File: src/sv/lfu_pkg.sv
// Shared types and constants of the LFU set-associative tag store.
package lfu_pkg;

  // Default geometry
  localparam int SET_BITS_DEF   = 6;
  localparam int WAYS_DEF       = 4;
  localparam int BLOCK_BITS_DEF = 4;
  localparam int TAG_BITS_DEF   = 22;

  // Fixed port and counter widths
  localparam int ADDR_W    = 32;
  localparam int COUNT_W   = 16;
  localparam int WAY_OUT_W = 2;
  localparam int TAG_OUT_W = 22;

  // Controller states
  typedef enum logic [1:0] {
    ST_IDLE,
    ST_READ,
    ST_UPDATE
  } state_t;

  // Controller to datapath commands
  typedef struct packed {
    logic load_addr;  // capture the accepted address
    logic read;       // read the set row from the tag and count arrays
    logic update;     // write back the set row and load the result registers
  } cmd_t;

endpackage

File: src/sv/lfu_ctrl.sv
// Controller state machine of the LFU tag store: sequences read, update and result transfer.
module lfu_ctrl (
  input  logic          clk,
  input  logic          rst,
  input  logic          in_valid,
  output logic          in_ready,
  output logic          out_valid,
  input  logic          out_ready,
  output lfu_pkg::cmd_t cmd
);

  lfu_pkg::state_t state, state_next;
  logic            out_free;

  // result register can take a new result this cycle
  assign out_free = !out_valid || out_ready;

  // next state
  always_comb begin
    state_next = state;
    case (state)
      lfu_pkg::ST_IDLE: begin
        if (in_valid) state_next = lfu_pkg::ST_READ;
      end
      lfu_pkg::ST_READ: begin
        state_next = lfu_pkg::ST_UPDATE;
      end
      lfu_pkg::ST_UPDATE: begin
        if (out_free) state_next = lfu_pkg::ST_IDLE;
      end
      default: state_next = lfu_pkg::ST_IDLE;
    endcase
  end

  // outputs
  always_comb begin
    in_ready      = 1'b0;
    cmd.load_addr = 1'b0;
    cmd.read      = 1'b0;
    cmd.update    = 1'b0;
    case (state)
      lfu_pkg::ST_IDLE: begin
        in_ready      = 1'b1;
        cmd.load_addr = in_valid;
      end
      lfu_pkg::ST_READ: begin
        cmd.read = 1'b1;
      end
      lfu_pkg::ST_UPDATE: begin
        cmd.update = out_free;
      end
      default: begin
        in_ready = 1'b0;
      end
    endcase
  end

  // state and result-valid flag
  always_ff @(posedge clk) begin
    if (rst) begin
      state     <= lfu_pkg::ST_IDLE;
      out_valid <= 1'b0;
    end else begin
      state <= state_next;
      if (cmd.update) out_valid <= 1'b1;
      else if (out_ready) out_valid <= 1'b0;
    end
  end

endmodule

File: config.mk
export PLATFORM = sky130hd
export DESIGN_NAME = lfu_ctrl
export DESIGN_NICKNAME = d
export VERILOG_FILES = /design/src/sv/lfu_pkg.sv /design/src/sv/lfu_ctrl.sv
export SDC_FILE = /design/constraint.sdc
export NUM_CORES = 1
export LEC_CHECK = 0
export BUFFER_PORTS_ARGS = -buffer_cell sky130_fd_sc_hd__buf_4
export CORE_AREA = 2 2 39 41
export DETAILED_ROUTE_END_ITERATION = 10
export DIE_AREA = 0 0 41 43
export HOLD_SLACK_MARGIN = 0.1
export PLACE_DENSITY = 0.38
export SLEW_MARGIN = 10
export SYNTH_ARGS = -nofsm -noshare
export SYNTH_HDL_FRONTEND = slang
export SYNTH_SLANG_ARGS = --single-unit
export TNS_END_PERCENT = 5
File: constraint.sdc
create_clock -name clk -period 2.08 [get_ports clk]
set_clock_uncertainty 0.2 [all_clocks]
set_input_delay 0.416 -clock clk [delete_from_list [all_inputs] [get_ports clk]]
set_output_delay 0.416 -clock clk [all_outputs]
set_load 0.01 [all_outputs]
==> impl_results.md, run 1 <==
- Diode count: 0
- Worst Path Max Fanout: 5
- Slew @ Worst Pin: 0.181 ns
- Synthesis warning total: 0
- Placed Cells: 37
- Final Setup Violations: 0
- Max-cap violations: 0
- Die height: 43 um
- Via count: 134
- Largest area contributor in the netlist: dfxtp_1
- Synth top cells by count: dfxtp_1, nand2b_1, nor2b_1
- Combinational share of power: 13.9%
- Met2 usage: 5.31%
- PnR worst setup slack: 0.474 ns
- Slowest stage delay, CP: 0.33 ns
- WS Path Type: flop to output pin
- Period utilization: 77.2%
- WL final: 332 um
- Critical Path Start: state[0]
- Routed len/inst: 8.10 um
- Initial antenna violation count: 0
- Tot Pwr: ~190 uW
- Cells along the critical path: nand2b_1 > nor2b_1 > buf_4
- Final hold vios: 0
- Filler instances: between 150 and 200
- Setup TNS: 0 ns
- Met3 Use GR: under 10%
- Fraction of layout cells with a size suffix above 1: 52.0%
- Top Ports: 9
- Synth top area share: 43.2%
- Pin count of the biggest net entering global routing: 6
- P_leak: 0.117 nW
- Number of synthesized register bits: 3
- Grt total ovfl: 0
- Reg-to-reg startpoint: state[1]
- Die Width: between 40 and 50 um
- GR Util All Layers: 5.11%
- CTS tree: done
- Layout Cells excl Fill: 41
- Post-CTS Setup Inserts: 0
- Cts hold-fix bufs: 0
- RSZ-0062 raised after global routing: false
- Post-synth EDFFs: 0
- Buf/Inv on CP: 1
- CP startpoint kind: flop
- Critical-path top delay cell: dfxtp_1
- Clock Path Buffers: 2
- DRC: 0
- Drt initial violations: 2
- Clock Tree Root: clkbuf_4
- Drt first pass iters: 2
- Starting Density: 10.0%
- Power Internal: between 100 and 150 uW
- Sw Ratio: 22.0%
- Sequential area share after synthesis: 43.2%
- Peak VDD IR: 0.250 mV
- Arrival @ worst endpoint: 0.99 ns
- Switch Pwr: 42.1 uW
- Cts repair resizes: 0
- Avg Vias per Cell: 3.27
- Met1 Use GR: 5.11%
- Sequential standard cell area: 60.1 um2
- Post-synthesis cell count: 13
- Core box area: roughly 0.0014 mm2
- Vias in the first global route: around 140
- Synth Cell Area: between 100 and 150 um2
- Post-route ant nets: 0
- Outcome: completed
- WP data required: 1.46 ns
- Global-route wire length before repair: 510 um
- Dpl ws: 0.520 ns
- Footprint of the multi-input gates: 78.8 um2
- Pwr Density: 782 mW/mm2
- CP endpoint kind: output pin
- Die ar.: about 0.0018 mm2
- Clock Pin Slew Worst Setup and Hold Paths: around 0.04 ns
- CP delay by family, top: flip-flops
- Async SR Flop Fraction: 0%
- Rows: 14
- Max Freq: 623 MHz
- Area Overhead vs Synth: 76.6%
- Power share of the clock group: 53.0%
- Final net count: 30
- GRT busiest layer: met4
- Crit path time final: 1.61 ns
- Final Max Slew Viols: 0
- Mean post-synth cell area: 10.7 um2
- Synth cell types: 9
- Syn Nets: 17
- CTS buffer count: 3
- Synth area leaders: dfxtp_1, and4bb_1, nand2b_1
- Most numerous cell in the Yosys netlist: dfxtp_1
- HP Start: rst
- Slew HR: 87.9%
- Primary FF master, synth: dfxtp_1
- # port buffers: 8
- Routability cong.: ~0.57
- Flop pwr share: 33.1%
- H-tree depth: 1
- Clock Latency Late Sink: 0.23 ns
- Hold WC Path Type: primary input to flop
- CTS Sinks: 3
[worst reg2reg max path, stage by stage, from the launching register on]
cell and delay (ns):
dfxtp_1 0.38, and2b_4 0.22, o21ba_1 0.17
[metal layers]
metal	part of all wire, %	vias to the layer above
met5	0	-
met2	30	11
met3	17	2
li1	-	68
met4	4.5	0
met1	48	53
[cell type report]
class                   count  share of cell area [%]
clock buffers               4                    10.7
repair buffers              8                    24.5
flip-flops and latches      3                    24.5
multi-input cells          10                    32.1
well taps                  16                    8.16
[cells by family (layout without fill, tap and decap cells)]
| group | Yosys count | in the layout | share of synthesized area [%] |
|---|---|---|---|
| buffers and inverters | 0 | 12 | 0 |
| DFF | 3 | 3 | 43.2 |
| AOI/OAI and AO/OA | 2 | 2 | 10.8 |
| and+or+nand+nor | 8 | 8 | 45.9 |
[state kept, by name, summed over array words and instances (netlist names)]
name / cells
state: 2
out_valid: 1
[power by group through the flow]
stage	clock, mW	combinational (mW)	sequential (mW)
after floorplan	0	0.0121	0.0641
after global placement	0	0.0267	0.0642
after detailed placement	0	0.0271	0.0644
after CTS	0.110	0.0272	0.0634
after global routing	0.114	0.0291	0.0638
final	0.102	0.0266	0.0635
[worst paths after layout]
| check | cells past startpoint | slack [ns] | end |
|---|---|---|---|
| max reg2reg | 2 | 1.00 | state[1] |
| max | 3 | 0.47 | cmd[0] |
| min | 2 | 0.15 | state[0] |
| min reg2reg | 2 | 0.31 | out_valid |
[through the flow]
stage	hold WS [ns]	instance area [um2]	utilization, %
after detailed placement	0.307	219	15.8
after CTS	0.141	245	17.7
final	0.152	245	17.7
after global routing	0.146	245	17.7
after floorplan	0.285	139	-
after global placement	0.290	219	15.8
[cells in the final DEF (no fill, tap or decap), drive strengths merged]
master | netlist | routed
a21oi | 1 | 1
and2b | 1 | 1
and4bb | 1 | 1
buf | 0 | 8
clkbuf | 0 | 4
dfxtp | 3 | 3
nand2b | 2 | 2
nor2 | 1 | 1
nor2b | 2 | 2
nor3b | 1 | 1
o21ba | 1 | 1
Note: power is estimated with default switching activity, not from simulation.
==> run 2: changes to the inputs <==
--- a/config.mk
+++ b/config.mk
@@ -5,12 +5,13 @@
 export SDC_FILE = /design/constraint.sdc
 export NUM_CORES = 1
 export LEC_CHECK = 0
+export ABC_AREA = 1
 export BUFFER_PORTS_ARGS = -buffer_cell sky130_fd_sc_hd__buf_4
 export CORE_AREA = 2 2 39 41
 export DETAILED_ROUTE_END_ITERATION = 10
 export DIE_AREA = 0 0 41 43
 export HOLD_SLACK_MARGIN = 0.1
-export PLACE_DENSITY = 0.38
+export PLACE_DENSITY = 0.39
 export SLEW_MARGIN = 10
 export SYNTH_ARGS = -nofsm -noshare
 export SYNTH_HDL_FRONTEND = slang
==> constraint.sdc (replaced) <==
create_clock -name clk -period 1.5 [get_ports clk]
set_clock_uncertainty 0.2 [all_clocks]
set_input_delay 0.3 -clock clk [delete_from_list [all_inputs] [get_ports clk]]
set_output_delay 0.3 -clock clk [all_outputs]
set_load 0.01 [all_outputs]
==> impl_results.md, run 2 <==
- Starting Density: 10.8% (+0.72 points)
- CP delay by family, top: flip-flops
- Synth top cells by count: inv_1, dfxtp_1, nand2_1
- CTS buffer count: 3 (unchanged)
- Clock Tree Root: clkbuf_4
- Synth cell types: 11 (+2)
- Drt initial violations: 0 (-2)
- Post-CTS Setup Inserts: 0 (unchanged)
- Synth top area share: 40.3% (-2.9 points)
- Syn Nets: 23 (+6)
- Fraction of layout cells with a size suffix above 1: 56.3% (+4.2 points)
- Die Width: 41 um (unchanged)
- WL met2: 111 um (+12%)
- Slew @ Worst Pin: 0.171 ns (-0.00926 ns)
- Slew HR: 88.5% (+0.58 points)
- Wl on met1: 131 um (-18%)
- Hold WC Path Type: primary input to flop
- Final Max Slew Viols: 0 (unchanged)
- Synth Cell Area: 149 um2 (+7.2%)
- PnR worst setup slack: 0.0513 ns (-0.422 ns)
- HP Start: in_valid
- Core box area: 0.00138 mm2 (unchanged)
- Reg-to-reg startpoint: out_valid
- Most numerous cell in the Yosys netlist: inv_1
- Max Freq: 690 MHz
- Routability cong.: 0.591 (+3.6%)
- Cells along the critical path: inv_1 > nor2_4 > nor3_1 > buf_4
- Highest routed layer: met4
- Rows: 14 (unchanged)
- WP data required: 1.00 ns (-0.46 ns)
- RSZ-0062 raised after global routing: true
- Biggest regs: state: 2 flops, out_valid: 1 flops
- Arrival @ worst endpoint: 0.95 ns (-0.04 ns)
- Synth area leaders: dfxtp_1, inv_1, nand2_1
- CTS Sinks: 3 (unchanged)
- Async SR Flop Fraction: 0% (unchanged)
- Initial antenna violation count: 0 (unchanged)
- Post-route ant nets: 0 (unchanged)
- DRC: 0 (unchanged)
- Post-synth EDFFs: 0 (unchanged)
- Filler instances: 165 (+9.3%)
- Reg2Reg Setup Slack: 0.57 ns (-0.43 ns)
- Peak VDD IR: 0.250 mV (about the same)
- Period utilization: between 90% and 100%
- Routed len/inst: 6.33 um (-22%)
- Clock Pin Slew Worst Setup and Hold Paths: 0.04 ns (about the same)
- Die height: 43 um (unchanged)
- Sequential standard cell area: 61.3 um2 (+2.1%)
- Primary FF master, synth: dfxtp_1
- Final Setup Violations: 0 (unchanged)
- Grt total ovfl: 0 (unchanged)
- Crit path time final: 1.45 ns
- Diode count: 0 (unchanged)
- Top Ports: 9 (unchanged)
- Max FFs per register: 2 (unchanged)
- Synthesis warning total: 0 (unchanged)
- H-tree depth: 1 (unchanged)
- Pin count of the biggest net entering global routing: 5 (-1)
- Pwr Density: 1020 mW/mm2 (+30%)
- CP endpoint kind: output pin
- Vias in the first global route: 138 (unchanged)
- Worst Hold Depth: 3 (+1)
- Worst Path Max Fanout: 3 (-2)
- DP Wirelength: 218 um
- CTS tree: done
- Critical-path top delay cell: dfxtp_1
- Sequential area share after synthesis: 40.3% (-2.9 points)
- CP startpoint kind: flop
- GR Util All Layers: 5.01% (-0.11 points)
- Reg with most FFs: state
- Largest area contributor in the netlist: dfxtp_1
- Mean post-synth cell area: 7.84 um2 (-27%)
- Setup TNS: 0 ns (unchanged)
- Tot Pwr: 271 uW (+41%)
- Clock Path Buffers: 2 (unchanged)
- WL final: 304 um (-8.4%)
- Met3 WL: 50 um (-11%)
- # port buffers: 8 (unchanged)
- Area Overhead vs Synth: 79.0%
- Most common cell after layout, fill and taps aside: buf_4
- Buf/Inv on CP: 2 (+1)
- Avg Vias per Cell: 3.10 (-5.0%)
- Final net count: 37 (+23%)
- Post-synthesis cell count: 19 (+6)
- Slowest stage delay, CP: 0.30 ns (-0.03 ns)
- Die ar.: 0.00176 mm2 (unchanged)
- Outcome: completed
- Commonest non-fill, non-tap cells in the layout: buf_4, inv_1, nand2_1, clkbuf_4, dfxtp_1
- WHS Endpoint: state[0]
- Footprint of the multi-input gates: 66.3 um2 (-16%)
- P_leak: 0.127 nW (+8.5%)
- Clock Latency Late Sink: 0.23 ns (about the same)
- Dpl ws: 0.273 ns (-0.248 ns)
- Final hold vios: 0 (unchanged)
- Global-route wire length before repair: 469 um (-8.0%)
- Number of synthesized register bits: 3 (unchanged)
- Max-cap violations: 0 (unchanged)
- WS Path Type: flop to output pin
- Drt first pass iters: 1 (-1)
- Via count: 149 (+11%)
- R2R depth: 3 (+1)
- RR Endpoint: out_valid
==> run 2: cell count changes in the layout (fill, tap and decap cells not counted), moves of 2 or more <==
cell / delta
inv_1: +5
nand2_1: +3
nand2b_1: -2
nor2b_1: -2
==> run 2: repair_timing <==
item / in CTS / in global routing
setup endpoints to repair: 0 / 3
gates resized for setup: 0 / 1
hold endpoints to repair: 2 / 0
hold buffers: 1 / 0
==> run 2: cells by family after synthesis <==
family	count (synthesis)	synth area share [%]
AOI/OAI and AO/OA	2	12.6
DFF	3	40.3
buffers and inverters	6	15.1
and+or+nand+nor	8	31.9
==> run 2: routing by layer <==
layer  up-vias  track usage [%]
met1        57             4.14
li1         82                -
met5         -                0
met3         2             4.71
met4         0             8.00
met2         8             5.00
==> run 2: report_power, final <==
part	leakage, nW	switching, mW	internal, mW
combinational	0.0866	0.0195	0.0228
sequential	0.0249	0.00270	0.0844
clock	0.0150	0.0416	0.0997
total	0.127	0.0638	0.207
==> run 2: layout make-up <==
cell class / count / area share, %
Sequential cell: 3 / 23.0
Clock buffer: 4 / 9.86
Inverter: 6 / 8.45
Tap cell: 16 / 7.51
Timing Repair Buffer: 9 / 26.3
Multi-Input combinational cell: 10 / 24.9
==> run 2: through the flow <==
| stage | area (um2) | utilization, % | hold slack, ns | instances |
|---|---|---|---|---|
| 2_1_floorplan | 149 | - | 0.162 | 19 |
| 3_3_place_gp | 229 | 16.5 | 0.288 | 43 |
| 3_5_place_dp | 229 | 16.5 | 0.285 | 43 |
| 4_1_cts | 265 | 19.2 | 0.118 | 48 |
| 5_1_grt | 267 | 19.3 | 0.126 | 48 |
| 6_report | 267 | 19.3 | 0.121 | 48 |
==> run 2: worst min-delay path: cells and delay by family <==
family / cells / cell delay [ns]
AND/OR/NAND/NOR: 1 / 0.04
buffers and inverters: 2 / 0.17
==> run 2: how the worst max path moves through the flow <==
stage,start,to,cells past startpoint
detailed placement,out_ready,cmd[0],4
global route,out_valid,cmd[0],4
floorplan,out_valid,cmd[0],3
finish,out_valid,cmd[0],4
global placement,out_ready,cmd[0],4
CTS,out_valid,cmd[0],4
==> run 3: changes to the inputs <==
--- a/config.mk
+++ b/config.mk
@@ -5,13 +5,12 @@
 export SDC_FILE = /design/constraint.sdc
 export NUM_CORES = 1
 export LEC_CHECK = 0
-export ABC_AREA = 1
 export BUFFER_PORTS_ARGS = -buffer_cell sky130_fd_sc_hd__buf_4
 export CORE_AREA = 2 2 39 41
 export DETAILED_ROUTE_END_ITERATION = 10
 export DIE_AREA = 0 0 41 43
 export HOLD_SLACK_MARGIN = 0.1
-export PLACE_DENSITY = 0.39
+export PLACE_DENSITY = 0.38
 export SLEW_MARGIN = 10
 export SYNTH_ARGS = -nofsm -noshare
 export SYNTH_HDL_FRONTEND = slang
==> impl_results.md, run 3 (synthesis results as in run 1) <==
- Slew HR: 87.5% (-0.95 points)
- Clock Pin Slew Worst Setup and Hold Paths: 0.04 ns (about the same)
- Met3 WL: 65 um (+30%)
- Top Ports: 9 (unchanged)
- WL final: 374 um (+23%)
- H-tree depth: 1 (unchanged)
- Fraction of layout cells with a size suffix above 1: 65.4% (+9.1 points)
- RR Endpoint: state[1]
- Arrival @ worst endpoint: 0.95 ns (about the same)
- WP data required: 1.00 ns (about the same)
- Hold WC Path Type: primary input to flop
- Vias in the first global route: 144 (+4.3%)
- Max FFs per register: 2 (unchanged)
- WL met2: 110 um (-0.90%)
- Area Overhead vs Synth: 92.8%
- # port buffers: 8 (unchanged)
- CP delay by family, top: flip-flops
- Slowest stage delay, CP: 0.38 ns (+0.08 ns)
- Final hold vios: 0 (unchanged)
- Pin count of the biggest net entering global routing: 6 (+1)
- Period utilization: 96.9% (+0.31 points)
- Max-cap violations: 0 (unchanged)
- CP startpoint kind: flop
- Cells along the critical path: and2b_4 > buf_4
- Die height: 43 um (unchanged)
- Outcome: completed
- Drt first pass iters: 4 (+3)
- Drt initial violations: 2 (+2)
- Final core occ: 19.3% (+0.090 points)
- CTS tree: done
- Starting Density: 10.0% (-0.72 points)
- Rows: 14 (unchanged)
- Crit path time final: 1.45 ns (+0.00461 ns)
- Power Internal: 212 uW (+2.3%)
- Diode count: 0 (unchanged)
- Grt total ovfl: 0 (unchanged)
- R2R depth: 2 (-1)
- Final Max Slew Viols: 0 (unchanged)
- Clock Latency Late Sink: 0.23 ns (about the same)
- Clock Tree Root: clkbuf_4
- Die Width: 41 um (unchanged)
- Highest routed layer: met4
- Die ar.: 0.00176 mm2 (unchanged)
- WHS Endpoint: out_valid
- Peak VDD IR: 0.225 mV (-10%)
- Switch Pwr: 63.1 uW (-1.2%)
- Buf/Inv on CP: 1 (-1)
- Final Setup Violations: 0 (unchanged)
- Post-route ant nets: 0 (unchanged)
- WS Path Type: flop to output pin
- Worst Path Max Fanout: 5 (+2)
- Flop pwr share: 32.6% (+0.4 points)
- Routed len/inst: 8.90 um (+41%)
- Core box area: 0.00138 mm2 (unchanged)
- Reg2Reg Setup Slack: 0.44 ns (-0.13 ns)
- Dpl ws: 0.167 ns (-0.105 ns)
- Final net count: 31 (-16%)
- Commonest non-fill, non-tap cells in the layout: buf_4, clkbuf_4, dfxtp_2
- Reg with most FFs: state
- CP endpoint kind: output pin
- CTS buffer count: 3 (unchanged)
- PnR worst setup slack: 0.0467 ns (-0.00461 ns)
- CTS Sinks: 3 (unchanged)
- GR Util All Layers: 5.22% (+0.22 points)
- Reg-to-reg startpoint: state[1]
- HP Start: out_ready
- Setup TNS: 0 ns (unchanged)
- Avg Vias per Cell: 3.33 (+7.4%)
- Combinational share of power: 15.1% (-0.5 points)
- Worst Hold Depth: 3 (unchanged)
- Clock Path Buffers: 2 (unchanged)
- Global-route wire length before repair: 524 um (+12%)
- RSZ-0062 raised after global routing: false
- Tot Pwr: 275 uW (+1.5%)
- Initial antenna violation count: 0 (unchanged)
- Via count: 140 (-6.0%)
- Slew @ Worst Pin: 0.186 ns (+0.0147 ns)
- Max Freq: 688 MHz (-0.32%)
- WP depth: 2 (-2)
- Pwr Density: 1030 mW/mm2 (+1.0%)
- Most common cell after layout, fill and taps aside: buf_4
- DRC: 0 (unchanged)
- Worst hold slack: 0.170 ns (+0.0494 ns)
- Power share of the clock group: 52.3% (about the same)
- Biggest regs: state: 2 flops, out_valid: 1 flops
- Critical-path top delay cell: dfxtp_2
- Wl on met1: 179 um (+37%)
- Routability cong.: 0.578 (-2.2%)
- Sw Ratio: 22.9% (-0.64 points)
- Filler instances: 153 (-7.3%)
- P_leak: 0.126 nW (-0.27%)
## run 3: power groups by stage
stage | registers, mW | logic (mW) | clock network (mW)
2_1_floorplan | 0.0889 | 0.0167 | 0
3_3_place_gp | 0.0893 | 0.0370 | 0
3_5_place_dp | 0.0895 | 0.0378 | 0
4_1_cts | 0.0891 | 0.0415 | 0.151
5_1_grt | 0.0900 | 0.0446 | 0.153
6_report | 0.0896 | 0.0414 | 0.144
## run 3: worst register-to-register path, cell delays in order (launching register included)
cell	delay (ns)
dfxtp_2	0.38
and2b_4	0.21
o21ba_1	0.17
## run 3: worst max path at each step
stage / start / to / slack, ns
detailed placement: out_ready / cmd[0] / 0.17
global route: out_valid / cmd[0] / 0.01
CTS: state[0] / cmd[0] / 0.0005
finish: state[1] / cmd[1] / 0.05
global placement: out_ready / cmd[0] / 0.18
floorplan: state[0] / cmd[0] / 0.34
## run 3: repair_timing
item                                   in CTS  in global routing
cloned                                      0                  0
endpoints found under the hold margin       2                  0
buffers inserted                            0                  0
gates resized for setup                     2                  2
hold buffers                                1                  0
setup endpoints to repair                   1                  2
pin swaps                                   0                  0
## run 3: per-stage QoR
step / instance area (um2) / cells
after floorplan: 139 / 13
after global placement: 219 / 37
final: 268 / 42
after global routing: 268 / 42
after CTS: 264 / 42
after detailed placement: 219 / 37
## run 3: final cells by class
cell class / instances / area, um2 / share of cell area [%]
clock buffers: 4 / 26.3 / 9.81
multi-input cells: 10 / 88.8 / 33.2
flip-flops and latches: 3 / 62.6 / 23.4
well taps: 16 / 20.0 / 7.48
repair buffers: 9 / 70.1 / 26.2
## run 3: routing by layer
layer / track usage [%] / vias to the layer above
li1: - / 69
met3: 2.09 / 2
met4: 10.0 / 0
met5: 0 / -
met1: 5.14 / 58
met2: 5.31 / 11
